**config.mk**
```make
export PLATFORM = sky130hd
export DESIGN_NAME = checkerboard_color_presence_downsampler_top
export DESIGN_NICKNAME = d
export VERILOG_FILES = /design/src/rtl/core/cbcpd_pkg.sv /design/src/rtl/core/cbcpd_cfg.sv /design/src/rtl/core/cbcpd_acc.sv /design/src/rtl/core/cbcpd_ofifo.sv /design/src/rtl/core/checkerboard_color_presence_downsampler_top.sv
export VERILOG_INCLUDE_DIRS = /design/src /design/src/rtl/core
export SDC_FILE = /design/constraint.sdc
export NUM_CORES = 1
export LEC_CHECK = 0
export ABC_AREA = 1
export BUFFER_PORTS_ARGS = -buffer_cell sky130_fd_sc_hd__clkbuf_2
export CAP_MARGIN = 5
export CORE_MARGIN = 2
export CORE_UTILIZATION = 30
export CTS_CLUSTER_DIAMETER = 80
export CTS_CLUSTER_SIZE = 30
export DETAILED_ROUTE_END_ITERATION = 8
export PLACE_DENSITY = 0.5
export SYNTH_ARGS = -nofsm -noshare
export SYNTH_HDL_FRONTEND = slang
export SYNTH_SLANG_ARGS = --single-unit
```
**constraint.sdc**
```tcl
create_clock -name i_clk -period 3.6 [get_ports i_clk]
set_input_delay 0.36 -clock i_clk [delete_from_list [all_inputs] [get_ports i_clk]]
set_output_delay 0.36 -clock i_clk [all_outputs]
set_load 0.02 [all_outputs]
```
**src/rtl/core/checkerboard_color_presence_downsampler_top_assert.svh**
```systemverilog
// Assertion macros for the downsampler
`ifndef CHECKERBOARD_COLOR_PRESENCE_DOWNSAMPLER_TOP_ASSERT_SVH
`define CHECKERBOARD_COLOR_PRESENCE_DOWNSAMPLER_TOP_ASSERT_SVH
`ifndef SYNTHESIS
`define CBCPD_ASSERT_IMPLY(label, clk, rst_n, ante, cons) \
    label: assert property (@(posedge clk) disable iff (!rst_n) (ante) |-> (cons)) \
        else $error("assertion failed");
`define CBCPD_ASSERT_NEXT(label, clk, rst_n, ante, cons) \
    label: assert property (@(posedge clk) disable iff (!rst_n) (ante) |=> (cons)) \
        else $error("assertion failed");
`else
`define CBCPD_ASSERT_IMPLY(label, clk, rst_n, ante, cons)
`define CBCPD_ASSERT_NEXT(label, clk, rst_n, ante, cons)
`endif
`endif

```
**src/rtl/core/cbcpd_pkg.sv**
```systemverilog
package cbcpd_pkg;

    localparam int SCREEN_WIDTH  = 160;
    localparam int SCREEN_HEIGHT = 210;
    localparam int CELL_SIZE     = 5;
    localparam int GRID_COLS     = SCREEN_WIDTH / CELL_SIZE;
    localparam int GRID_ROWS     = SCREEN_HEIGHT / CELL_SIZE;

    localparam int NUM_CODES  = 8;
    localparam int CODE_W     = 8;
    localparam int PIX_W      = 8;
    localparam int X_W        = $clog2(SCREEN_WIDTH);
    localparam int Y_W        = $clog2(SCREEN_HEIGHT);
    localparam int OFS_W      = $clog2(CELL_SIZE);
    localparam int CC_W       = $clog2(GRID_COLS + 1);
    localparam int CR_W       = $clog2(GRID_ROWS + 1);
    localparam int AW         = $clog2(GRID_COLS);
    localparam int ROW_OUT_W  = 6;
    localparam int COL_OUT_W  = 5;
    localparam int APB_ADDR_W = $clog2(NUM_CODES) + 2;
    localparam int APB_DATA_W = 32;
    localparam int IDX_W      = $clog2(NUM_CODES);
    localparam int OFIFO_DEPTH = 2;
    localparam int OCNT_W     = $clog2(OFIFO_DEPTH + 1);
    localparam int OUT_DATA_W = 24;
    localparam int IN_DATA_W  = 8;

    typedef logic [CODE_W-1:0] t_code;
    typedef t_code [NUM_CODES-1:0] t_codes;

    localparam t_codes CODE_RESET = {8'd0, 8'd58, 8'd121, 8'd152,
                                     8'd188, 8'd217, 8'd233, 8'd255};

    typedef struct packed {
        logic [AW-1:0]        addr;
        logic                 clr;
        logic                 cnt;
        logic [CODE_W-1:0]    bits;
        logic                 last;
        logic [ROW_OUT_W-1:0] row;
        logic [COL_OUT_W-1:0] col;
        logic                 done;
    } t_acc_req;

    typedef struct packed {
        logic                 done;
        logic [COL_OUT_W-1:0] col;
        logic [ROW_OUT_W-1:0] row;
        logic [CODE_W-1:0]    value;
    } t_out_item;

endpackage

```
**src/rtl/core/cbcpd_cfg.sv**
```systemverilog
module cbcpd_cfg (
    input  logic                               i_clk,
    input  logic                               i_rst_n,
    input  logic                               psel,
    input  logic                               penable,
    input  logic                               pwrite,
    input  logic [cbcpd_pkg::APB_ADDR_W-1:0]   paddr,
    input  logic [cbcpd_pkg::APB_DATA_W-1:0]   pwdata,
    output logic [cbcpd_pkg::APB_DATA_W-1:0]   prdata,
    output logic                               pready,
    output cbcpd_pkg::t_codes                  o_codes
);
    import cbcpd_pkg::*;

    t_codes            r_code;
    logic [IDX_W-1:0]  idx;

    assign idx    = paddr[APB_ADDR_W-1:2];
    assign pready = 1'b1;
    assign prdata = {{(APB_DATA_W-CODE_W){1'b0}}, r_code[idx]};
    assign o_codes = r_code;

    always_ff @(posedge i_clk) begin
        if (!i_rst_n) begin
            r_code <= CODE_RESET;
        end else if (psel && penable && pwrite && pready) begin
            r_code[idx] <= pwdata[CODE_W-1:0];
        end
    end

endmodule

```
**src/rtl/core/cbcpd_acc.sv**
```systemverilog
`include "checkerboard_color_presence_downsampler_top_assert.svh"
module cbcpd_acc (
    input  logic                  i_clk,
    input  logic                  i_rst_n,
    input  logic                  i_req_valid,
    input  cbcpd_pkg::t_acc_req   i_req,
    output logic                  o_last_pend,
    output logic                  o_push,
    output cbcpd_pkg::t_out_item  o_item
);
    import cbcpd_pkg::*;

    logic [CODE_W-1:0] r_mem [GRID_COLS];
    logic [CODE_W-1:0] r_rd;
    t_acc_req          r_s1;
    logic              r_s1_valid;
    logic              r_fwd_valid;
    logic [AW-1:0]     r_fwd_addr;
    logic [CODE_W-1:0] r_fwd_data;
    logic [CODE_W-1:0] old_val;
    logic [CODE_W-1:0] n_val;

    always_comb begin
        old_val = (r_fwd_valid && r_fwd_addr == r_s1.addr) ? r_fwd_data : r_rd;
        n_val   = (r_s1.clr ? '0 : old_val) | (r_s1.cnt ? r_s1.bits : '0);
    end

    // read port
    always_ff @(posedge i_clk) begin
        if (i_req_valid) begin
            r_rd <= r_mem[i_req.addr];
            r_s1 <= i_req;
        end
    end

    // write port
    always_ff @(posedge i_clk) begin
        if (r_s1_valid) begin
            r_mem[r_s1.addr] <= n_val;
            r_fwd_addr       <= r_s1.addr;
            r_fwd_data       <= n_val;
        end
    end

    always_ff @(posedge i_clk) begin
        if (!i_rst_n) begin
            r_s1_valid  <= 1'b0;
            r_fwd_valid <= 1'b0;
        end else begin
            r_s1_valid <= i_req_valid;
            if (r_s1_valid) begin
                r_fwd_valid <= 1'b1;
            end
        end
    end

    assign o_last_pend  = r_s1_valid && r_s1.last;
    assign o_push       = r_s1_valid && r_s1.last;
    assign o_item.value = n_val;
    assign o_item.row   = r_s1.row;
    assign o_item.col   = r_s1.col;
    assign o_item.done  = r_s1.done;

    `CBCPD_ASSERT_NEXT(a_fwd_tracks_write, i_clk, i_rst_n, r_s1_valid, r_fwd_valid && r_fwd_addr == $past(r_s1.addr))
    `CBCPD_ASSERT_IMPLY(a_done_is_last, i_clk, i_rst_n, i_req_valid && i_req.done, i_req.last)

endmodule

```
**src/rtl/core/cbcpd_ofifo.sv**
```systemverilog
`include "checkerboard_color_presence_downsampler_top_assert.svh"
module cbcpd_ofifo (
    input  logic                             i_clk,
    input  logic                             i_rst_n,
    input  logic                             i_push,
    input  cbcpd_pkg::t_out_item             i_item,
    input  logic                             i_pop,
    output logic                             o_valid,
    output cbcpd_pkg::t_out_item             o_item,
    output logic [cbcpd_pkg::OCNT_W-1:0]     o_cnt
);
    import cbcpd_pkg::*;

    localparam int PW = $clog2(OFIFO_DEPTH);

    t_out_item         r_buf [OFIFO_DEPTH];
    logic [PW-1:0]     r_wp;
    logic [PW-1:0]     r_rp;
    logic [OCNT_W-1:0] r_cnt;
    logic              pop;

    assign pop     = i_pop && (r_cnt != '0);
    assign o_valid = (r_cnt != '0);
    assign o_item  = r_buf[r_rp];
    assign o_cnt   = r_cnt;

    always_ff @(posedge i_clk) begin
        if (i_push) begin
            r_buf[r_wp] <= i_item;
        end
    end

    always_ff @(posedge i_clk) begin
        if (!i_rst_n) begin
            r_wp  <= '0;
            r_rp  <= '0;
            r_cnt <= '0;
        end else begin
            if (i_push) begin
                r_wp <= (r_wp == PW'(OFIFO_DEPTH - 1)) ? '0 : r_wp + 1'b1;
            end
            if (pop) begin
                r_rp <= (r_rp == PW'(OFIFO_DEPTH - 1)) ? '0 : r_rp + 1'b1;
            end
            case ({i_push, pop})
                2'b10:   r_cnt <= r_cnt + 1'b1;
                2'b01:   r_cnt <= r_cnt - 1'b1;
                default: r_cnt <= r_cnt;
            endcase
        end
    end

    `CBCPD_ASSERT_IMPLY(a_no_overflow, i_clk, i_rst_n, i_push, r_cnt < OCNT_W'(OFIFO_DEPTH) || pop)

endmodule

```
**src/rtl/core/checkerboard_color_presence_downsampler_top.sv**
```systemverilog
// A cell reaches o_m_axis_* via the accumulator's request register and the result buffer.
// Throughput: one pixel per cycle while not stalled; the accumulator RAM is read and
// written back per pixel, forwarding the last write to the next pixel of the same cell.
// Input stalls while the result buffer holds two cells, or one with another being written.
// Reset (i_rst_n low, synchronous): position (0,0), color codes to defaults,
// buffer empty; accumulator entries are cleared at each cell's first pixel.
`include "checkerboard_color_presence_downsampler_top_assert.svh"
module checkerboard_color_presence_downsampler_top (
    input  logic                                 i_clk,
    input  logic                                 i_rst_n,
    input  logic                                 i_s_axis_tvalid,
    output logic                                 o_s_axis_tready,
    input  logic [cbcpd_pkg::IN_DATA_W-1:0]      i_s_axis_tdata,  // [7:0] pixel
    input  logic                                 i_s_axis_tuser,  // [0] frame_start
    output logic                                 o_m_axis_tvalid,
    input  logic                                 i_m_axis_tready,
    // [7:0] cell_value, [13:8] cell_row, [18:14] cell_col, [23:19] zero
    output logic [cbcpd_pkg::OUT_DATA_W-1:0]     o_m_axis_tdata,
    output logic                                 o_m_axis_tlast,  // frame_done
    input  logic                                 psel,
    input  logic                                 penable,
    input  logic                                 pwrite,
    input  logic [cbcpd_pkg::APB_ADDR_W-1:0]     paddr,
    input  logic [cbcpd_pkg::APB_DATA_W-1:0]     pwdata,
    output logic [cbcpd_pkg::APB_DATA_W-1:0]     prdata,
    output logic                                 pready
);
    import cbcpd_pkg::*;

    t_codes            codes;
    logic              accept;
    logic [X_W-1:0]    r_x,  c_x,  n_x;
    logic [Y_W-1:0]    r_y,  c_y,  n_y;
    logic [OFS_W-1:0]  r_ox, c_ox, n_ox;
    logic [OFS_W-1:0]  r_oy, c_oy, n_oy;
    logic [CC_W-1:0]   r_cc, c_cc, n_cc;
    logic [CR_W-1:0]   r_cr, c_cr, n_cr;
    logic              in_grid;
    logic              req_valid;
    t_acc_req          req;
    logic              last_pend;
    logic              push;
    t_out_item         push_item;
    t_out_item         out_item;
    logic [OCNT_W-1:0] ocnt;

    cbcpd_cfg u_cfg (
        .i_clk   (i_clk),
        .i_rst_n (i_rst_n),
        .psel    (psel),
        .penable (penable),
        .pwrite  (pwrite),
        .paddr   (paddr),
        .pwdata  (pwdata),
        .prdata  (prdata),
        .pready  (pready),
        .o_codes (codes)
    );

    assign o_s_axis_tready = (ocnt == '0) || (ocnt == OCNT_W'(1) && !last_pend);
    assign accept          = i_s_axis_tvalid && o_s_axis_tready;

    always_comb begin
        if (i_s_axis_tuser) begin
            c_x = '0; c_y = '0; c_ox = '0; c_oy = '0; c_cc = '0; c_cr = '0;
        end else begin
            c_x = r_x; c_y = r_y; c_ox = r_ox; c_oy = r_oy; c_cc = r_cc; c_cr = r_cr;
        end

        n_x = c_x; n_y = c_y; n_ox = c_ox; n_oy = c_oy; n_cc = c_cc; n_cr = c_cr;
        if (c_x == X_W'(SCREEN_WIDTH - 1)) begin
            n_x  = '0;
            n_ox = '0;
            n_cc = '0;
            if (c_y == Y_W'(SCREEN_HEIGHT - 1)) begin
                n_y  = '0;
                n_oy = '0;
                n_cr = '0;
            end else begin
                n_y = c_y + 1'b1;
                if (c_oy == OFS_W'(CELL_SIZE - 1)) begin
                    n_oy = '0;
                    n_cr = c_cr + 1'b1;
                end else begin
                    n_oy = c_oy + 1'b1;
                end
            end
        end else begin
            n_x = c_x + 1'b1;
            if (c_ox == OFS_W'(CELL_SIZE - 1)) begin
                n_ox = '0;
                n_cc = c_cc + 1'b1;
            end else begin
                n_ox = c_ox + 1'b1;
            end
        end

        in_grid = (c_cc < CC_W'(GRID_COLS)) && (c_cr < CR_W'(GRID_ROWS));

        for (int i = 0; i < NUM_CODES; i++) begin
            req.bits[NUM_CODES-1-i] = (codes[i] == i_s_axis_tdata[PIX_W-1:0]);
        end
        req.addr = c_cc[AW-1:0];
        req.clr  = (c_ox == '0) && (c_oy == '0);
        req.cnt  = c_ox[0] ^ c_y[0] ^ c_cc[0];
        req.last = (c_ox == OFS_W'(CELL_SIZE - 1)) && (c_oy == OFS_W'(CELL_SIZE - 1));
        req.row  = ROW_OUT_W'(c_cr);
        req.col  = COL_OUT_W'(c_cc);
        req.done = (c_cr == CR_W'(GRID_ROWS - 1)) && (c_cc == CC_W'(GRID_COLS - 1))
                   && req.last;
    end

    assign req_valid = accept && in_grid;

    always_ff @(posedge i_clk) begin
        if (!i_rst_n) begin
            r_x  <= '0;
            r_y  <= '0;
            r_ox <= '0;
            r_oy <= '0;
            r_cc <= '0;
            r_cr <= '0;
        end else if (accept) begin
            r_x  <= n_x;
            r_y  <= n_y;
            r_ox <= n_ox;
            r_oy <= n_oy;
            r_cc <= n_cc;
            r_cr <= n_cr;
        end
    end

    cbcpd_acc u_acc (
        .i_clk       (i_clk),
        .i_rst_n     (i_rst_n),
        .i_req_valid (req_valid),
        .i_req       (req),
        .o_last_pend (last_pend),
        .o_push      (push),
        .o_item      (push_item)
    );

    cbcpd_ofifo u_ofifo (
        .i_clk   (i_clk),
        .i_rst_n (i_rst_n),
        .i_push  (push),
        .i_item  (push_item),
        .i_pop   (i_m_axis_tready),
        .o_valid (o_m_axis_tvalid),
        .o_item  (out_item),
        .o_cnt   (ocnt)
    );

    assign o_m_axis_tdata = {{(OUT_DATA_W-CODE_W-ROW_OUT_W-COL_OUT_W){1'b0}},
                             out_item.col, out_item.row, out_item.value};
    assign o_m_axis_tlast = out_item.done;

    `CBCPD_ASSERT_IMPLY(a_stall_has_result, i_clk, i_rst_n, !o_s_axis_tready, o_m_axis_tvalid)

endmodule

```
Yosys cells after proc, flatten, opt, wreduce, memory -nomap -nowiden
Memory sizes are Yosys's and may differ from the RTL's. A register that Yosys moved wholly into a read port is not among the register bits.
Index checks and enable logic that the tools add are counted.
{ "word_totals": {"ff_bits": 140, "output_inout_bits": 60, "rom_bits": 0, "memories": 2, "ramBits": 296, "latch_bits": 0} }
{ "classes": {"order_cmp": 4, "addsub": 10, "mux": 36, "div_mod_pow": 0, "shift": 0, "reduce_logical": 21, "n_eq_ne": 18, "bitwise_logic": 3, "mul": 0} }
{ "memory_table": {"columns": ["name", "depth", "width", "rd", "rd_clocked_by_memory_dff", "wr", "line", "source"], "rows": [
  ["u_acc.r_mem", 32, 8, 1, 1, 1, "cbcpd_acc.sv:13", "logic [CODE_W-1:0] r_mem [GRID_COLS];"],
  ["u_ofifo.r_buf", 2, 20, 1, 1, 1, "cbcpd_ofifo.sv:16", "t_out_item r_buf [OFIFO_DEPTH];"]
]} }
{ "ops": {"columns": ["op", "n"], "rows": [
  ["two-way mux 8 bit", 10],
  ["bitwise mux 64 bit", 1],
  ["equality test 8 bit", 8],
  ["two-way mux 6 bit", 7],
  ["binary-select mux 8 bit (select 3 bit)", 1],
  ["demux 8 bit (select 3 bit)", 1],
  ["two-way mux 3 bit", 7],
  ["adder 8 x 1 -> 8 bit, second input constant", 2],
  ["equality test 8 bit, second input constant", 2],
  ["logical AND 1 bit", 14],
  ["adder 6 x 1 -> 6 bit, second input constant", 2],
  ["less-than comparator 6 bit, second input constant", 2],
  ["two-way mux 1 bit", 8],
  ["bitwise OR 8 bit", 1],
  ["adder 3 x 1 -> 3 bit, second input constant", 2],
  ["equality test 3 bit, second input constant", 2],
  ["equality test 6 x 5 -> 1 bit, second input constant", 1],
  ["equality test 6 bit, second input constant", 1],
  ["logical NOT 3 bit", 2],
  ["equality test 5 bit", 1],
  ["equality test 2 x 1 -> 1 bit, second input constant", 2],
  ["less-than comparator 3 x 4 -> 1 bit, second input constant", 1],
  ["one-hot mux 2 bit (2 select lines)", 1],
  ["nonzero test 2 bit", 2],
  ["9 further kinds", 11]
]} }

Logic depth before layout (Yosys ltp)
Gate-level depths: netlist of the first run.
{ "logic_depth": {"depth_word": 6, "mapped_depth": 13} }

Cells and area by module
From an unflattened synthesis of the first run, not the netlist that was laid out.
{ "unflattened": {"cells_unflattened": 2183, "area_unflattened_um2": 20931.3} }
{ "modules_own_cells": {"columns": ["mod", "cells_per_inst", "n_inst", "seq_area_each_um2", "area_each_um2"], "rows": [
  ["cbcpd_acc", 1059, 1, 9198.8, 12600.8],
  ["cbcpd_cfg", 550, 1, 1281.2, 3429.5],
  ["checkerboard_color_presence_downsampler_top", 477, 1, 680.7, 3145.5],
  ["cbcpd_ofifo", 97, 1, 1301.2, 1755.4]
]} }

Least setup slack after synthesis of the first run
OpenSTA, ideal clock, no wires.
{ "synth_timing": {"path_kind": "reg-to-reg", "from": "register u_acc.r_s1_valid", "to": "register u_acc.r_s1 (netlist bit u_acc.o_item[10]), enable pin", "t_arrival_ps": 2685, "stages_incl_launch_ff": 9, "synth_period_minus_slack_ps": 3104, "setup_time_ps": 419, "path_slack_ps": 496, "path_cell_list": "dfxtp_1 -> nand2_2 -> nand2_1 -> nand2_1 -> nand2_2 -> inv_2 -> buf_2 -> nand2_1 -> nor2_1"} }
{ "synth_via": {"elab_chain_len": 6} }
{ "synth_lines": {"columns": ["element", "line", "source"], "rows": [
  ["start, declared", "cbcpd_acc.sv:16", "logic r_s1_valid;"],
  ["start signal, assigned", "cbcpd_acc.sv:50", "r_s1_valid <= i_req_valid;"],
  ["logical AND 1 bit", "cbcpd_acc.sv:57", "assign o_last_pend = r_s1_valid && r_s1.last;"],
  ["logical NOT 1 bit", "checkerboard_color_presence_downsampler_top.sv:60", "assign o_s_axis_tready = (ocnt == '0) || (ocnt == OCNT_W'(1) && !last_pend);"],
  ["logical AND 1 bit", "checkerboard_color_presence_downsampler_top.sv:60", null],
  ["logical OR 1 bit", "checkerboard_color_presence_downsampler_top.sv:60", null],
  ["named net o_s_axis_tready", "checkerboard_color_presence_downsampler_top.sv:12", "output logic o_s_axis_tready,"],
  ["logical AND 1 bit", "checkerboard_color_presence_downsampler_top.sv:61", "assign accept = i_s_axis_tvalid && o_s_axis_tready;"],
  ["logical AND 1 bit", "checkerboard_color_presence_downsampler_top.sv:113", "assign req_valid = accept && in_grid;"],
  ["named net req_valid", "checkerboard_color_presence_downsampler_top.sv:39", "logic req_valid;"],
  ["end signal, assigned", "cbcpd_acc.sv:32", "r_s1 <= i_req;"],
  ["end, declared", "cbcpd_acc.sv:15", "t_acc_req r_s1;"]
]} }
The timed path passes the listed nets, and every way through them passes these cells.
A chain may end at the register's enable or synchronous reset.

==> run summary, run 1 <==
Reg power frac - 54.2%
# resized after CTS - 0
worst path bufs/invs - 1
crit path time final - 2520 ps
Ys Warns - 0
Critical path origin - u_acc.o_item[17]
Total Routing Usage GR - 14.5%
area of the mapped netlist - 0.0204 mm^2
share of the synthesized area in compound gates (AO/OA/AOI/OAI) - 4.41%
max cap viols - 0
Clock Skews - 26.9 ps
count of pins over their slew limit - 0
H-tree Lvls - 1
Setup WS pre-CTS - 938 ps
final setup TNS - 0 ps
row cnt - 95
CP Data Required Time - 4040 ps
DRT iter0 DRCs - 1166
share of total power in combinational logic - 17.0%
P_sw - 3.58 mW
Fin Hold WS - 174 ps
TritonRoute pass-1 iters - 5
die footprint - 0.0701 mm^2
Routed WL - 51500 um
post-synthesis mux area share - 1.15%
run status - finished clean
flop2flop setup slack - 1080 ps
startpoint types - register
total chip power - 11.9 mW
Clock power frac - 28.8%
cts hold-fix bufs - 0
CP cell instances - or2_0 -> a21oi_1 -> nand3_2 -> nand2_1 -> nand2_1 -> o21ai_4 -> buf_12
unique cell type count in the Yosys netlist - 41
Antenna Cells - 0
cell count after synthesis - 2133
via count - 14200
CP endpoint kind - register
most used cell, CP - nand2_1
final hold vios - 0
Clock Latency Late Sink - 590 ps
Core Box Area - 0.0673 mm^2
final non-filler cell total - 3043
CP delay by family, top - simple AND/OR/NAND/NOR gates
nets@finish - 2216
HPWL reported at the end of detailed placement - 32700 um
CP Depth - 7
Synth-to-Final Area Change - 10.4%
setup ws final - 1080 ps
Synth Area in Simple Gates - 21.5%
Finish-stage setup viols - 0
Hold WC Path Type - in -> reg
Worst slew margin - 28.8%
Initial Utilization - 30.3%
Int Pwr - 8.32 mW
FMAX - 397 MHz
largest net degree at the start of global routing - 68
worst r2r dst - u_acc.r_mem[28][5]
crit path DAT - 2960 ps
clock tree sinks - 445
sequential element share of the synthesized area - 60.4%
Antenna Violating Nets Remaining - 0
Top-Level Pins - 113
Clock Path Buffers - 3
fillcell total - 6888
R2R depth - 7
post-CTS setup buffers - 0
CTS Buf Count - 26
gr ovfl total - 0
Routed wire per std cell - 16.9 um
maximum vdd drop - 0.310 mV
antenna violations before repair - 0
Synth Area in XOR/XNOR - 3.01%
vias per cell - 4.66
FF-to-FF Start - u_acc.o_item[17]
Die Ht - 265 um
Synth Register Bits - 445
Die Span X - 265 um
post-synthesis adder-cell area fraction - 0.798%
CP Class - reg -> reg
largest family of logic cells by synthesized area - simple AND/OR/NAND/NOR gates
vias in the first global route - 13800
Root Driver - clkbuf_16
layout cell share with drive strength beyond 1 - 8.99%
CP Capture Point - u_acc.r_mem[28][5]
mean area per synthesized cell - 9.56 um^2
critical path peak fanout - 19
leak pwr - 9.02 nW
Final Cycle Share - 70.0%
RSZ-0062 raised after global routing - false
placed cell count - 2995
CTS tree - built
CP peak stage delay - 570 ps
Placer Congestion - 0.858
buffers added on ports - 56
PwrDens - 529 mW/mm^2
global-route wire length before repair - 80200 um
Tightest Pin Transition - 1070 ps
slowest stage cell, crit path - edfxtp_1
clock transition at the registers of the reported paths - 100 ps
switch share - 30.1%
DRC - 0
==> worst reg2reg max path: stages (launching register included) <==
cell	delay, ps
edfxtp_1	570
or2_0	280
a21oi_1	200
nand3_2	300
nand2_1	160
nand2_1	100
o21ai_4	520
buf_12	250
==> registers in the layout (all words and copies together), names as in the netlist, 11 cells and up, named ones only <==
name,count
u_acc.r_s1,11
u_cfg.o_codes,64
u_acc.r_mem,256
u_acc.o_item,12
u_ofifo.r_buf,40
==> logic make-up (layout without fill, tap and decap cells) <==
| group | Yosys count | count (layout) |
|---|---|---|
| DFF | 445 | 445 |
| and+or+nand+nor | 1023 | 1023 |
| buffers and inverters | 403 | 412 |
| AOI/OAI and AO/OA | 156 | 156 |
| adders and majority gates | 13 | 13 |
| muxes | 21 | 21 |
| other | 2 | 30 |
| xor gates and xnor gates | 70 | 70 |
==> cells in the final DEF, fill, tap and decap left out, drive strengths merged, types with 31 or more instances in the layout <==
| cell | instances |
|---|---|
| nand2 | 545 |
| nand3 | 268 |
| buf | 31 |
| nor2 | 147 |
| a21oi | 52 |
| edfxtp | 340 |
| o21ai | 59 |
| clkbuf | 83 |
| inv | 284 |
| xnor2 | 57 |
| dfxtp | 105 |
| nand4 | 32 |
==> power by group through the flow <==
stage | registers [mW] | logic [mW] | clock network [mW]
after floorplan | 6.52 | 1.17 | 0
after global placement | 6.56 | 2.02 | 0
after detailed placement | 6.57 | 2.06 | 0
after CTS | 6.45 | 2.06 | 3.52
after global routing | 6.49 | 2.20 | 3.70
final | 6.44 | 2.02 | 3.43
==> layer usage <==
layer / vias to the layer above / routed length [um] / track usage (%)
met1: 6838 / 24000 / 20.0
met3: 48 / 2160 / 1.70
li1: 7011 / - / -
met4: 0 / 879 / 2.82
met2: 292 / 24400 / 24.7
met5: - / 0 / 0
==> synth_stat cells <==
| cell type | n | area, um^2 |
|---|---|---|
| a31oi_1 | 1 | 6.26 |
| nand3b_1 | 2 | 15.0 |
| inv_4 | 1 | 6.26 |
| buf_1 | 2 | 7.51 |
| a221oi_1 | 12 | 105 |
| o211ai_1 | 17 | 128 |
| inv_2 | 6 | 22.5 |
| xnor2_1 | 57 | 499 |
| nand3_1 | 266 | 1330 |
| or2_0 | 1 | 6.26 |
| clkbuf_1 | 41 | 154 |
| buf_4 | 40 | 300 |
| buf_2 | 35 | 175 |
| mux2i_1 | 1 | 10.0 |
| nand4_1 | 32 | 200 |
| dfxtp_1 | 105 | 2100 |
| a22o_1 | 2 | 17.5 |
| xor2_1 | 13 | 114 |
| nor3_1 | 9 | 45.0 |
| nor4_1 | 2 | 12.5 |
| o21ai_1 | 6 | 30.0 |
| nand2_1 | 537 | 2020 |
| o22ai_1 | 8 | 50.1 |
| inv_1 | 268 | 1010 |
| nand3_2 | 2 | 20.0 |
| ha_1 | 13 | 163 |
| buf_6 | 8 | 90.1 |
| nand2_4 | 1 | 11.3 |
| mux2_2 | 20 | 225 |
| clkinv_1 | 2 | 7.51 |
| a21oi_1 | 52 | 260 |
| nand2_2 | 7 | 43.8 |
| o21ai_0 | 53 | 265 |
| nor2_2 | 1 | 6.26 |
| or2_2 | 7 | 43.8 |
| or2_1 | 10 | 62.6 |
| conb_1 | 2 | 7.51 |
| a22oi_1 | 5 | 37.5 |
| edfxtp_1 | 340 | 10200 |
| nor2_4 | 4 | 45.0 |
| nor2_1 | 142 | 533 |
==> worst min path at each step <==
stage,start,end,slack (ps),cells past startpoint
2_1_floorplan,u_acc.o_item[10],u_ofifo.r_buf[0][10],420,0
3_3_place_gp,u_acc.o_item[9],u_ofifo.r_buf[0][9],430,0
3_5_place_dp,u_acc.o_item[10],u_ofifo.r_buf[1][10],430,0
4_1_cts,pwdata[0],u_cfg.o_codes[40],150,3
5_1_grt,pwdata[0],u_cfg.o_codes[40],190,3
6_report,i_m_axis_tready,u_ofifo.r_rp,170,4
==> area by class of cell <==
| class | instances | area, um^2 | share of cell area (%) |
|---|---|---|---|
| Inverter | 277 | 1040 | 4.63 |
| Clock inverter | 21 | 244 | 1.08 |
| Clock buffer | 27 | 676 | 3.00 |
| Timing Repair Buffer | 87 | 626 | 2.78 |
| Multi-Input combinational cell | 1313 | 6510 | 28.9 |
| Sequential cell | 445 | 12300 | 54.7 |
| Tap cell | 873 | 1090 | 4.85 |
==> stage by stage <==
| step | utilization, % | area (um^2) |
|---|---|---|
| finish | 33.4 | 22500 |
| detailed placement | 32.1 | 21600 |
| CTS | 33.4 | 22500 |
| global route | 33.4 | 22500 |
| floorplan | - | 20500 |
| global placement | 32.1 | 21600 |
Note: power is estimated with default switching activity, not from simulation.
==> inputs of run 2 (changes only) <==
Settings changed: ABC_AREA 1 to 0, PLACE_DENSITY 0.5 to 0.52.
Clock period 3.6 ns to 2.1 ns, I/O delays scaled along.
==> run 2 against run 1 <==
  * The flow now finishes with violations (negative setup slack)
  * Synthesized cell count decreased by 31%
  * Synthesized area decreased by 5.2%
  * Via count down 13%
  * Sequential power grew 66%
  * Fmax up 19%
  * Global-route usage grew 0.18 points
  * Register-to-register slack worse by 1100 ps
  * Count of clock-buffer cells in the layout unchanged
  * Sequential share of layout area down 1.4 points
  * Critical path type unchanged
  * Highest routed layer unchanged
==> run summary, run 2 <==
vias per cell - 4.89 (was 4.66)
R2R depth - 6 (was 7)
Post-synth EDFFs - 340 (unchanged)
final setup TNS - -849 ps (was 0 ps)
mean area per synthesized cell - 13.2 um^2 (was 9.56 um^2)
DRC - 0 (unchanged)
switch share - 28.8% (was 30.1%)
CP endpoint kind - register (unchanged)
vias in the first global route - 12200 (was 13800)
Critical path origin - r_cc[0] (was u_acc.o_item[17])
Post-synth top cells - 340 x edfxtp_1, 130 x nor2_1, 112 x nand2_1 (was 537 x nand2_1, 340 x edfxtp_1, 268 x inv_1)
count of pins over their slew limit - 0 (unchanged)
FMAX - 471 MHz (was 397 MHz)
HPWL reported at the end of detailed placement - 33800 um (was 32700 um)
most common cell in the netlist - edfxtp_1 (was nand2_1)
global-route wire length before repair - 75600 um (was 80200 um)
crit path time final - 2120 ps (was 2520 ps)
final hold vios - 0 (unchanged)
H-tree Lvls - 1 (unchanged)
Clock power frac - 27.1% (was 28.8%)
most frequent cells in the layout - 340 x edfxtp_1, 157 x buf_4, 127 x nor2_1, 112 x nand2_1, 89 x dfxtp_1 (was 537 x nand2_1, 340 x edfxtp_1, 268 x inv_1, 266 x nand3_1, 139 x nor2_1)
maximum vdd drop - 0.758 mV (was 0.310 mV)
PwrDens - 849 mW/mm^2 (was 529 mW/mm^2)
Clock Skews - 22.7 ps (was 26.9 ps)
TritonRoute pass-1 iters - 5 (unchanged)
clock transition at the registers of the reported paths - 100 ps (about the same)
Die Span X - 258 um (was 265 um)
ys async rst share - 0% (unchanged)
CP Data Required Time - 2380 ps (was 4040 ps)
Synth-to-Final Area Change - 19.7% (was 10.4%)
Tightest Pin Transition - 807 ps (was 1070 ps)
setup ws final - -23.0 ps (was 1080 ps)
dpl cell area - 0.0219 mm^2 (was 0.0216 mm^2)
largest net degree at the start of global routing - 42 (was 68)
Top-Level Pins - 113 (unchanged)
critical path peak fanout - 8 (was 19)
antenna violations before repair - 0 (unchanged)
leak pwr - 7.76 nW (was 9.02 nW)
CP cell instances - buf_2 -> or4b_4 -> o22ai_1 -> a211oi_2 -> o22ai_2 -> a41oi_2 (was or2_0 -> a21oi_1 -> nand3_2 -> nand2_1 -> nand2_1 -> o21ai_4 -> buf_12)
nets@finish - 1708 (was 2216)
CTS Buf Count - 23 (was 26)
fillcell total - 6111 (was 6888)
area leader, netlist - edfxtp_1 (unchanged)
CTS tree - built (unchanged)
Antenna Cells - 0 (unchanged)
register area - 0.0123 mm^2 (about the same)
die footprint - 0.0665 mm^2 (was 0.0701 mm^2)
run status - complete, but fails checks (was finished clean)
worst r2r dst - u_acc.r_rd[1] (was u_acc.r_mem[28][5])
max cap viols - 0 (unchanged)
buffers added on ports - 56 (unchanged)
CP Capture Point - u_acc.r_rd[1] (was u_acc.r_mem[28][5])
Hold WC Path Type - in -> reg (unchanged)
Multi-input gate area - 0.00673 mm^2 (was 0.00651 mm^2)
slowest stage cell, crit path - or4b_4 (was edfxtp_1)
DRT iter0 DRCs - 886 (was 1166)
RSZ-0062 raised after global routing - true (was false)
post-synth top area share - 52.8% (was 50.1%)
Synth area leaders - edfxtp_1 53%, dfxtp_1 11%, mux4_2 4.7% (was edfxtp_1 50%, dfxtp_1 10%, nand2_1 9.9%)
Core Box Area - 0.0641 mm^2 (was 0.0673 mm^2)
share of total power in combinational logic - 18.3% (was 17.0%)
violated checks - negative setup slack
clock tree sinks - 445 (unchanged)
Final Cycle Share - 101% (was 70.0%)
via count - 12300 (was 14200)
share of the synthesized area in compound gates (AO/OA/AOI/OAI) - 7.30% (was 4.41%)
cell count after synthesis - 1464 (was 2133)
area of the mapped netlist - 0.0193 mm^2 (was 0.0204 mm^2)
flop2flop setup slack - -20 ps (was 1080 ps)
Worst slew margin - 46.2% (was 28.8%)
Synth Register Bits - 445 (unchanged)
Die Ht - 258 um (was 265 um)
crit path DAT - 2410 ps (was 2960 ps)
gr ovfl total - 0 (unchanged)
Design Area, Final - 0.0231 mm^2 (was 0.0225 mm^2)
Routed wire per std cell - 19.9 um (was 16.9 um)
most common cell after layout, fill and taps aside - edfxtp_1 (was nand2_1)
Root Driver - clkbuf_16 (unchanged)
largest family of logic cells by synthesized area - multiplexers (was simple AND/OR/NAND/NOR gates)
Ys Warns - 0 (unchanged)
Largest Register - u_acc.r_mem (unchanged)
P_sw - 5.66 mW (was 3.58 mW)
post-synthesis mux area share - 11.1% (was 1.15%)
Synth Area in XOR/XNOR - 3.44% (was 3.01%)
post-layout util - 36.1% (was 33.4%)
sequential element share of the synthesized area - 63.7% (was 60.4%)
Clock Path Buffers - 3 (unchanged)
Total Routing Usage GR - 14.7% (was 14.5%)
Finish-stage setup viols - 114 (was 0)
layout cell share with drive strength beyond 1 - 26.6% (was 8.99%)
CP peak stage delay - 560 ps (was 570 ps)
FF-to-FF Start - r_cc[0] (was u_acc.o_item[17])
Routed WL - 49900 um (was 51500 um)
startpoint types - register (unchanged)
unique cell type count in the Yosys netlist - 69 (was 41)
Synth Area in Simple Gates - 9.86% (was 21.5%)
Placer Congestion - 0.839 (was 0.858)
Clock Latency Late Sink - 580 ps (was 590 ps)
Antenna Violating Nets Remaining - 0 (unchanged)
dominant synthesized flop cell - edfxtp_1 (unchanged)
Reg power frac - 54.6% (was 54.2%)
max FFs per register - 256 (unchanged)
Initial Utilization - 30.2% (was 30.3%)
CP Class - reg -> reg (unchanged)
row cnt - 93 (was 95)
post-synthesis adder-cell area fraction - 0.841% (was 0.798%)
Int Pwr - 14.0 mW (was 8.32 mW)
-- run 2: kinds of logic after synthesis --
family,after synthesis
AOI/OAI and AO/OA,220
xor gates and xnor gates,76
adders and majority gates,13
buffers and inverters,154
DFF,445
muxes,159
other,2
and+or+nand+nor,395
-- run 2: repair_timing --
item | in CTS | in global routing
hold endpoints to repair | 14 | 0
setup buffers | 0 | 16
hold buffers | 4 | 0
pin swaps | 3 | 8
cloned | 1 | 2
gates resized for setup | 21 | 53
setup endpoints to repair | 291 | 306
-- run 2: layout make-up --
class                      count  area share [%]
clock inverter                15           0.795
multi-input combinational    893            29.1
inverter                      33           0.535
clock buffer                  27            2.55
tap                          855            4.62
sequential                   445            53.3
timing repair buffer         246            9.08
-- run 2: worst min path at each step --
stage,startpoint,endpoint,slack [ps],depth (start not counted)
2_1_floorplan,u_acc.o_item[10],u_ofifo.r_buf[0][10],420,0
3_3_place_gp,u_acc.o_item[10],u_ofifo.r_buf[0][10],420,0
3_5_place_dp,u_acc.o_item[11],u_ofifo.r_buf[0][11],430,0
4_1_cts,pwdata[7],u_cfg.o_codes[7],9,3
5_1_grt,pwdata[7],u_cfg.o_codes[23],20,3
6_report,pwdata[5],u_cfg.o_codes[21],40,3
-- run 2: per-stage QoR --
stage,hold slack (ps),total power [mW],setup slack [ps],std cells
final,35.4,19.6,-23.0,2514
after global routing,23.3,20.5,-141,2514
after CTS,9.13,19.9,-59.8,2496
after detailed placement,429,14.5,-362,2449
after global placement,423,14.4,-361,2449
after floorplan,421,12.8,-64.3,1492
-- run 2: worst max-delay path, delay by kind of cell (launching register included) --
kind                   cells  cell delay (ps)
AOI/OAI and AO/OA          4              660
buffers and inverters      1              190
DFF                        1              420
and+or+nand+nor            1              560
-- run 2: power groups by stage --
stage	sequential, mW	combinational, mW	clock (mW)
final	10.7	3.60	5.32
after detailed placement	10.9	3.58	0
after global routing	10.8	3.91	5.79
after floorplan	10.9	1.93	0
after global placement	10.9	3.52	0
after CTS	10.7	3.63	5.51
-- run 2: routing by layer --
metal  routed length, um  track usage [%]
met2               23900             24.1
met3                2590             2.15
met5                   0                0
met1               22500             20.5
met4                 912             3.58
